`src/ghalloc_pkg.sv`:
```
// Shared types and constants for the generational handle allocator.
package ghalloc_pkg;

    localparam int NUM_SLOTS  = 64;
    localparam int SLOT_W     = $clog2(NUM_SLOTS);
    localparam int CNT_W      = $clog2(NUM_SLOTS + 1);
    localparam int GEN_W      = 32;
    localparam int IDX_W      = 32;
    localparam int HANDLE_W   = GEN_W + IDX_W;
    localparam int OP_W       = 2;
    localparam int STATUS_W   = 2;
    localparam int OUT_SLOT_W = 6;
    localparam int S_TDATA_W  = ((OP_W + HANDLE_W + 7) / 8) * 8;
    localparam int M_TDATA_W  = ((STATUS_W + HANDLE_W + OUT_SLOT_W + 7) / 8) * 8;

    typedef enum logic [OP_W-1:0] {
        OP_ACQUIRE = 2'd0,
        OP_RELEASE = 2'd1,
        OP_LOOKUP  = 2'd2,
        OP_CLEAR   = 2'd3
    } op_t;

    typedef enum logic [STATUS_W-1:0] {
        ST_OK        = 2'd0,
        ST_NOT_FOUND = 2'd1,
        ST_FULL      = 2'd2
    } status_t;

    typedef enum logic [1:0] {
        S_IDLE = 2'd0,
        S_POP  = 2'd1,
        S_GEN  = 2'd2
    } state_t;

    typedef struct packed {
        logic load;
        logic gen_rd;
        logic commit;
    } dp_cmd_t;

    typedef struct packed {
        logic out_free;
    } dp_stat_t;

endpackage

```
`src/ghalloc_ctrl.sv`:
```
// Controller state machine: sequences load, table read and commit of one beat.
module ghalloc_ctrl (
    input  logic                  aclk,
    input  logic                  aresetn,
    input  logic                  s_tvalid,
    output logic                  s_tready,
    input  ghalloc_pkg::dp_stat_t stat,
    output ghalloc_pkg::dp_cmd_t  cmd
);

    ghalloc_pkg::state_t state_reg;
    ghalloc_pkg::state_t state_next;

    always_ff @(posedge aclk) begin
        if (!aresetn) begin
            state_reg <= ghalloc_pkg::S_IDLE;
        end else begin
            state_reg <= state_next;
        end
    end

    always_comb begin
        state_next = state_reg;
        unique case (state_reg)
            ghalloc_pkg::S_IDLE: begin
                if (s_tvalid) begin
                    state_next = ghalloc_pkg::S_POP;
                end
            end
            ghalloc_pkg::S_POP: begin
                state_next = ghalloc_pkg::S_GEN;
            end
            ghalloc_pkg::S_GEN: begin
                if (stat.out_free) begin
                    state_next = ghalloc_pkg::S_IDLE;
                end
            end
            default: begin
                state_next = ghalloc_pkg::S_IDLE;
            end
        endcase
    end

    always_comb begin
        s_tready   = 1'b0;
        cmd.load   = 1'b0;
        cmd.gen_rd = 1'b0;
        cmd.commit = 1'b0;
        unique case (state_reg)
            ghalloc_pkg::S_IDLE: begin
                s_tready = 1'b1;
                cmd.load = s_tvalid;
            end
            ghalloc_pkg::S_POP: begin
                cmd.gen_rd = 1'b1;
            end
            ghalloc_pkg::S_GEN: begin
                cmd.commit = stat.out_free;
            end
            default: begin
                s_tready = 1'b0;
            end
        endcase
    end

endmodule

```
`src/ghalloc_dp.sv`:
```
// Datapath: slot tables, free stack, handle check and output register.
module ghalloc_dp (
    input  logic                              aclk,
    input  logic                              aresetn,
    input  logic [ghalloc_pkg::S_TDATA_W-1:0] s_tdata,
    output logic                              m_tvalid,
    input  logic                              m_tready,
    output logic [ghalloc_pkg::M_TDATA_W-1:0] m_tdata,
    input  ghalloc_pkg::dp_cmd_t              cmd,
    output ghalloc_pkg::dp_stat_t             stat
);

    localparam int SW = ghalloc_pkg::SLOT_W;
    localparam int CW = ghalloc_pkg::CNT_W;
    localparam int GW = ghalloc_pkg::GEN_W;
    localparam int IW = ghalloc_pkg::IDX_W;
    localparam int HW = ghalloc_pkg::HANDLE_W;
    localparam int OW = ghalloc_pkg::OP_W;

    logic [GW-1:0] gen_mem   [ghalloc_pkg::NUM_SLOTS];
    logic [SW-1:0] stack_mem [ghalloc_pkg::NUM_SLOTS];

    ghalloc_pkg::op_t               op_reg;
    logic [HW-1:0]                  handle_reg;
    logic [SW-1:0]                  slot_reg;
    logic [GW-1:0]                  gen_q;
    logic [SW-1:0]                  stack_q;
    logic [ghalloc_pkg::NUM_SLOTS-1:0] in_use_reg;
    logic [CW-1:0]                  free_count_reg;
    logic [CW-1:0]                  created_reg;
    logic                           m_tvalid_reg;
    logic [ghalloc_pkg::M_TDATA_W-1:0] m_tdata_reg;

    logic [SW-1:0]        stack_raddr;
    logic [SW-1:0]        slot_sel;
    logic                 handle_ok;
    ghalloc_pkg::status_t res_status;
    logic [HW-1:0]        res_handle;
    logic [SW-1:0]        res_slot;
    logic                 gen_we;
    logic [SW-1:0]        gen_wslot;
    logic [GW-1:0]        gen_wdata;
    logic                 use_set;
    logic                 use_clr;
    logic                 push;
    logic                 pop;
    logic                 create;
    logic                 clear;

    assign stat.out_free = !m_tvalid_reg || m_tready;
    assign m_tvalid      = m_tvalid_reg;
    assign m_tdata       = m_tdata_reg;

    assign stack_raddr = free_count_reg[SW-1:0] - SW'(1);
    assign slot_sel    = (op_reg == ghalloc_pkg::OP_ACQUIRE) ? stack_q
                                                             : handle_reg[SW-1:0];

    // operand capture and table reads
    always_ff @(posedge aclk) begin
        if (cmd.load) begin
            op_reg     <= ghalloc_pkg::op_t'(s_tdata[OW-1:0]);
            handle_reg <= s_tdata[OW+HW-1:OW];
        end
        stack_q <= stack_mem[stack_raddr];
        if (push) begin
            stack_mem[free_count_reg[SW-1:0]] <= slot_reg;
        end
        if (cmd.gen_rd) begin
            gen_q    <= gen_mem[slot_sel];
            slot_reg <= slot_sel;
        end
        if (gen_we) begin
            gen_mem[gen_wslot] <= gen_wdata;
        end
    end

    assign handle_ok = (handle_reg != '0)
                    && (handle_reg[IW-1:0] < IW'(created_reg))
                    && in_use_reg[slot_reg]
                    && (gen_q == handle_reg[HW-1:IW]);

    always_comb begin
        res_status = ghalloc_pkg::ST_OK;
        res_handle = '0;
        res_slot   = '0;
        gen_we     = 1'b0;
        gen_wslot  = slot_reg;
        gen_wdata  = gen_q + GW'(1);
        use_set    = 1'b0;
        use_clr    = 1'b0;
        push       = 1'b0;
        pop        = 1'b0;
        create     = 1'b0;
        clear      = 1'b0;
        unique case (op_reg)
            ghalloc_pkg::OP_ACQUIRE: begin
                if (free_count_reg != '0) begin
                    pop        = cmd.commit;
                    use_set    = cmd.commit;
                    gen_we     = cmd.commit;
                    res_slot   = slot_reg;
                    res_handle = {gen_wdata, IW'(slot_reg)};
                end else if (created_reg < CW'(ghalloc_pkg::NUM_SLOTS)) begin
                    create     = cmd.commit;
                    use_set    = cmd.commit;
                    gen_we     = cmd.commit;
                    gen_wslot  = created_reg[SW-1:0];
                    gen_wdata  = GW'(1);
                    res_slot   = created_reg[SW-1:0];
                    res_handle = {GW'(1), IW'(created_reg[SW-1:0])};
                end else begin
                    res_status = ghalloc_pkg::ST_FULL;
                end
            end
            ghalloc_pkg::OP_RELEASE: begin
                if (handle_ok) begin
                    use_clr  = cmd.commit;
                    gen_we   = cmd.commit;
                    push     = cmd.commit
                            && (free_count_reg < CW'(ghalloc_pkg::NUM_SLOTS));
                    res_slot = slot_reg;
                end else begin
                    res_status = ghalloc_pkg::ST_NOT_FOUND;
                end
            end
            ghalloc_pkg::OP_LOOKUP: begin
                if (handle_ok) begin
                    res_slot = slot_reg;
                end else begin
                    res_status = ghalloc_pkg::ST_NOT_FOUND;
                end
            end
            ghalloc_pkg::OP_CLEAR: begin
                clear = cmd.commit;
            end
            default: begin
                res_status = ghalloc_pkg::ST_OK;
            end
        endcase
    end

    always_ff @(posedge aclk) begin
        if (!aresetn) begin
            in_use_reg     <= '0;
            free_count_reg <= '0;
            created_reg    <= '0;
            m_tvalid_reg   <= 1'b0;
        end else begin
            if (clear) begin
                in_use_reg     <= '0;
                free_count_reg <= '0;
                created_reg    <= '0;
            end else begin
                if (use_set) begin
                    in_use_reg[gen_wslot] <= 1'b1;
                end
                if (use_clr) begin
                    in_use_reg[gen_wslot] <= 1'b0;
                end
                if (pop) begin
                    free_count_reg <= free_count_reg - CW'(1);
                end else if (push) begin
                    free_count_reg <= free_count_reg + CW'(1);
                end
                if (create) begin
                    created_reg <= created_reg + CW'(1);
                end
            end
            if (cmd.commit) begin
                m_tvalid_reg <= 1'b1;
            end else if (m_tready) begin
                m_tvalid_reg <= 1'b0;
            end
        end
    end

    always_ff @(posedge aclk) begin
        if (cmd.commit) begin
            m_tdata_reg <= {ghalloc_pkg::OUT_SLOT_W'(res_slot), res_handle, res_status};
        end
    end

endmodule

```
`src/generational_handle_allocator_unit.sv`:
```
// Generational handle allocator: top level with controller and datapath.
//
// Slave stream: one beat is one command (acquire, release, lookup, clear)
// with a 64-bit handle. Master stream: one beat per command with a status,
// the new handle on acquire and the slot index.
// Handles are a 32-bit generation above a 32-bit slot index; freed slots
// are reused last-in first-out, fresh slots start at generation 1.
// An accepted command beat goes through capture with free stack read,
// generation table read and commit into the output register.
// The generation read waits on the slot from the free stack; the next
// command is accepted only in the idle state after the previous commit.
// The output register lets the next command be taken while a result beat
// waits; a stalled receiver holds the second command in its commit step.
// Reset (aresetn low, synchronous) empties the table: all in-use bits,
// the free count and the created count go to zero and the output is idle.
// No clearing pass is needed after reset.
module generational_handle_allocator_unit (
    input  logic                              aclk,
    input  logic                              aresetn,
    input  logic                              s_tvalid,
    output logic                              s_tready,
    input  logic [ghalloc_pkg::S_TDATA_W-1:0] s_tdata,  // opcode, handle_in
    output logic                              m_tvalid,
    input  logic                              m_tready,
    output logic [ghalloc_pkg::M_TDATA_W-1:0] m_tdata   // status, handle_out, slot_index
);

    ghalloc_pkg::dp_cmd_t  cmd;
    ghalloc_pkg::dp_stat_t stat;

    ghalloc_ctrl u_ctrl (
        .aclk     (aclk),
        .aresetn  (aresetn),
        .s_tvalid (s_tvalid),
        .s_tready (s_tready),
        .stat     (stat),
        .cmd      (cmd)
    );

    ghalloc_dp u_dp (
        .aclk     (aclk),
        .aresetn  (aresetn),
        .s_tdata  (s_tdata),
        .m_tvalid (m_tvalid),
        .m_tready (m_tready),
        .m_tdata  (m_tdata),
        .cmd      (cmd),
        .stat     (stat)
    );

    localparam int HLO = ghalloc_pkg::STATUS_W;
    localparam int HHI = ghalloc_pkg::STATUS_W + ghalloc_pkg::HANDLE_W - 1;

    a_one_at_a_time: assert property (@(posedge aclk) disable iff (!aresetn)
        s_tvalid && s_tready |=> !s_tready ##1 !s_tready)
        else $error("command accepted before previous one committed");

    a_fail_zero: assert property (@(posedge aclk) disable iff (!aresetn)
        m_tvalid && (m_tdata[ghalloc_pkg::STATUS_W-1:0] != ghalloc_pkg::ST_OK)
        |-> (m_tdata[HHI:HLO] == '0) && (m_tdata[ghalloc_pkg::M_TDATA_W-1:HHI+1] == '0))
        else $error("failed command returned nonzero handle or slot");

    a_commit_free: assert property (@(posedge aclk) disable iff (!aresetn)
        cmd.commit |-> stat.out_free)
        else $error("result written over a pending beat");

    a_reset_idle: assert property (@(posedge aclk)
        !aresetn |=> s_tready && !m_tvalid)
        else $error("block not idle after reset");

endmodule
```
`config.mk`:
```
export PLATFORM = sky130hd
export DESIGN_NAME = generational_handle_allocator_unit
export DESIGN_NICKNAME = d
export VERILOG_FILES = /design/src/ghalloc_pkg.sv /design/src/ghalloc_ctrl.sv /design/src/ghalloc_dp.sv /design/src/generational_handle_allocator_unit.sv
export SDC_FILE = /design/constraint.sdc
export NUM_CORES = 2
export LEC_CHECK = 0
export BUFFER_PORTS_ARGS = -buffer_cell sky130_fd_sc_hd__buf_4
export CORE_ASPECT_RATIO = 1.2
export CORE_MARGIN = 2
export CORE_UTILIZATION = 38
export CTS_CLUSTER_DIAMETER = 60
export DETAILED_ROUTE_END_ITERATION = 7
export GPL_ROUTABILITY_DRIVEN = 0
export SLEW_MARGIN = 20
export SYNTH_ARGS = -nofsm -noshare
export SYNTH_HDL_FRONTEND = slang
export SYNTH_SLANG_ARGS = --single-unit
```
`constraint.sdc`:
```
create_clock -name aclk -period 16.4 [get_ports aclk]
set_input_delay 3.28 -clock aclk [delete_from_list [all_inputs] [get_ports aclk]]
set_output_delay 3.28 -clock aclk [all_outputs]
set_load 0.03 [all_outputs]
```
==> results.cfg <==
[run_status]
outcome = complete, no violations

[routing]
first_pass_iters = 6
drt_wl_total_mm = 286
dr.first_iter.drc_count = 7106
drc = 0
detail_route.wl_per_cell_um = 25.1
via_per_inst = 5.58
num_vias = 63642
antenna_left = 0

[setup_path]
worstSetupEndpoint = u_dp.gen_q[4]
crit_required_ps = 17130
cp-end-kind = flop
crit_fanout = 63
startpoint = u_dp.op_reg[1]
cp-start-kind = flop
r2r_slack_ps = 9420
r2r-end = u_dp.gen_q[4]
arrival_ps = 7710
reg2regPathDepth = 13
critPathKind = reg -> reg
r2r_start = u_dp.op_reg[1]

[cts]
cts-hold-fix-buffers = 0
cts_made_buffers = 248
cts_tree = yes
clk_pin_slew_ps = 60
clk_path_buf_depth = 4
cts_resized = 0
cts_setup_buffers = 0
cts_sinks = 2669
htree_num_levels = 4
clkLatencyLatePin_ps = 940
cts-root-buf = clkbuf_16

[global_route]
grt_first_pass_wirelength_mm = 414
grt.total_usage = 0.194
antenna_found_initial = 11
grt_start_max_net_pins = 191
gr-total-overflow = 0
grt_pass1_vias = 61286

[sta]
tightest_slew_ps = 1110
drv_slew = 0
skew_ps = 135
final_hold_viol_count = 0
rsz0062_at_grt = false
fin_setup_tns_ps = 0
max_freq_ghz = 0.143
setup_viol = 0
period_share = 0.425
slew-limit-headroom = 0.257
fin_crit_ps = 6980

[synth]
synth.top_cell.area_share = 0.725
netlist_area_um2 = 107000
avgSynthCellArea_um2 = 14.5
yosys-top-cells-area = edfxtp_1 73%, nand2_1 6.6%, mux4_2 4.1%
synth_enable_flop_cells = 2582
netlist_top_cells_count = 2582 x edfxtp_1, 1882 x nand2_1, 350 x nand3_1
synthesis.instances = 7351
yosys_warnings = 0
synth_cell_types = 67
synth.most_common_cell = edfxtp_1
ys.flop_type = edfxtp_1
seq_area_frac_synth = 0.741
yosysTopAreaCell = edfxtp_1
synth-seq-cells = 2669
synthArstFlopShare = 0

[floorplan]
core_area_um2 = 280000
die_y_um = 585
io_pins = 150
fp-row-count = 213
fp.dieW_um = 488
dieArea_um2 = 286000
start_util = 0.381

[cells_and_area]
multiInputGateArea_um2 = 26300
drive_gt1_frac = 0.132
largest_reg_flops = 2048
layout.nets = 7528
largest_register = u_dp.gen_mem
area_growth_pct = 13.0
fill_cells = 24747
regArea_um2 = 79300

[flow_run]
max_cap_violations = 0

[power_and_ir_drop]
total_power_mw = 14.3
static-leakage-power_nw = 40.1
pwr-share-clk = 0.399
p_comb_frac = 0.070
power_switching_mw = 3.22
pwr_density_cell_nw_per_um2 = 118
internal_power_mw = 11.1
p_seq_frac = 0.531
p_sw_frac = 0.225
vdd_drop_max_mv = 0.0957

[hold_path]
hold_class = reg -> reg
min_from = u_dp.in_use_reg[10]

[placement]
portBuffers = 117
hpwl_mm = 152
==> worst min-delay path by stage <==
stage                               end  slack (ps)  cells past startpoint
floorplan           u_dp.created_reg[5]         480                      2
global placement    u_dp.in_use_reg[25]         510                      2
detailed placement   u_dp.in_use_reg[2]         520                      2
CTS                  u_dp.in_use_reg[2]         540                      2
global route         u_dp.in_use_reg[2]         570                      2
finish              u_dp.in_use_reg[10]         540                      2
==> power groups by stage <==
stage / Clock [mW] / Combinational, mW / Sequential [mW]
after floorplan: 0 / 0.582 / 7.73
final: 5.70 / 0.997 / 7.58
after global placement: 0 / 0.967 / 7.72
after global routing: 6.04 / 1.07 / 7.58
after detailed placement: 0 / 0.988 / 7.72
after CTS: 5.78 / 0.990 / 7.58
==> per-stage QoR <==
step	setup slack [ps]	std cells	hold slack [ps]	instance area, um2	utilization
after global routing	9180	11397	571	121000	0.431
after detailed placement	9290	10944	520	113000	0.403
final	9420	11403	545	121000	0.431
after floorplan	8990	7376	481	107000	-
after global placement	9320	10944	509	113000	0.402
after CTS	9460	11395	540	121000	0.431
==> critical path, cell delays in order, from the launching register on <==
cell and delay (ps):
edfxtp_1 440, inv_1 110, ha_1 750, mux2i_4 330, buf_4 640, buf_4 630
buf_4 740, buf_4 780, buf_4 760, mux4_2 620, nand2_1 100, o311ai_0 290
o311a_1 250, a21oi_1 250
==> placed cells by master (no fill, tap or decap), types with 86 or more instances in the layout <==
cell and count:
nand2_1 1881, nor2_1 149, a31oi_1 136, mux4_2 194
edfxtp_1 2582, mux2i_1 145, nor2_4 94, nand3_1 350
dfxtp_1 86, clkbuf_16 249, a311oi_1 320, and3_1 302
a21oi_1 104, buf_4 312
==> cells by family (layout without fill, tap and decap cells) <==
kind of cell / after synthesis / in the layout / share of synthesized area
flip-flops: 2669 / 2669 / 0.741
multiplexers: 363 / 363 / 0.0583
AND/OR/NAND/NOR: 2958 / 2958 / 0.119
buffers and inverters: 541 / 799 / 0.0220
AO/OA/AOI/OAI: 726 / 726 / 0.0508
other: 1 / 33 / 0.0000351
XOR/XNOR: 74 / 74 / 0.00606
adder cells (fa/ha/maj): 19 / 19 / 0.00229
==> area by class of cell <==
| type | instances | share of cell area |
|---|---|---|
| sequential | 2669 | 0.656 |
| multi-input combinational | 4166 | 0.217 |
| clock buffer | 301 | 0.0537 |
| tap | 3762 | 0.0390 |
| timing repair buffer | 321 | 0.0209 |
| clock inverter | 150 | 0.0119 |
| inverter | 27 | 0.000984 |
| antenna | 7 | 0.000145 |
==> routing by layer <==
metal | global-route usage | up-vias | share of wire
met4 | 0.0624 | 2 | 0.032
li1 | - | 27942 | -
met5 | 0 | - | 0.000045
met2 | 0.326 | 2734 | 0.49
met3 | 0.0309 | 490 | 0.082
met1 | 0.258 | 32474 | 0.40
No activity file was read; power rests on OpenSTA's default activity.
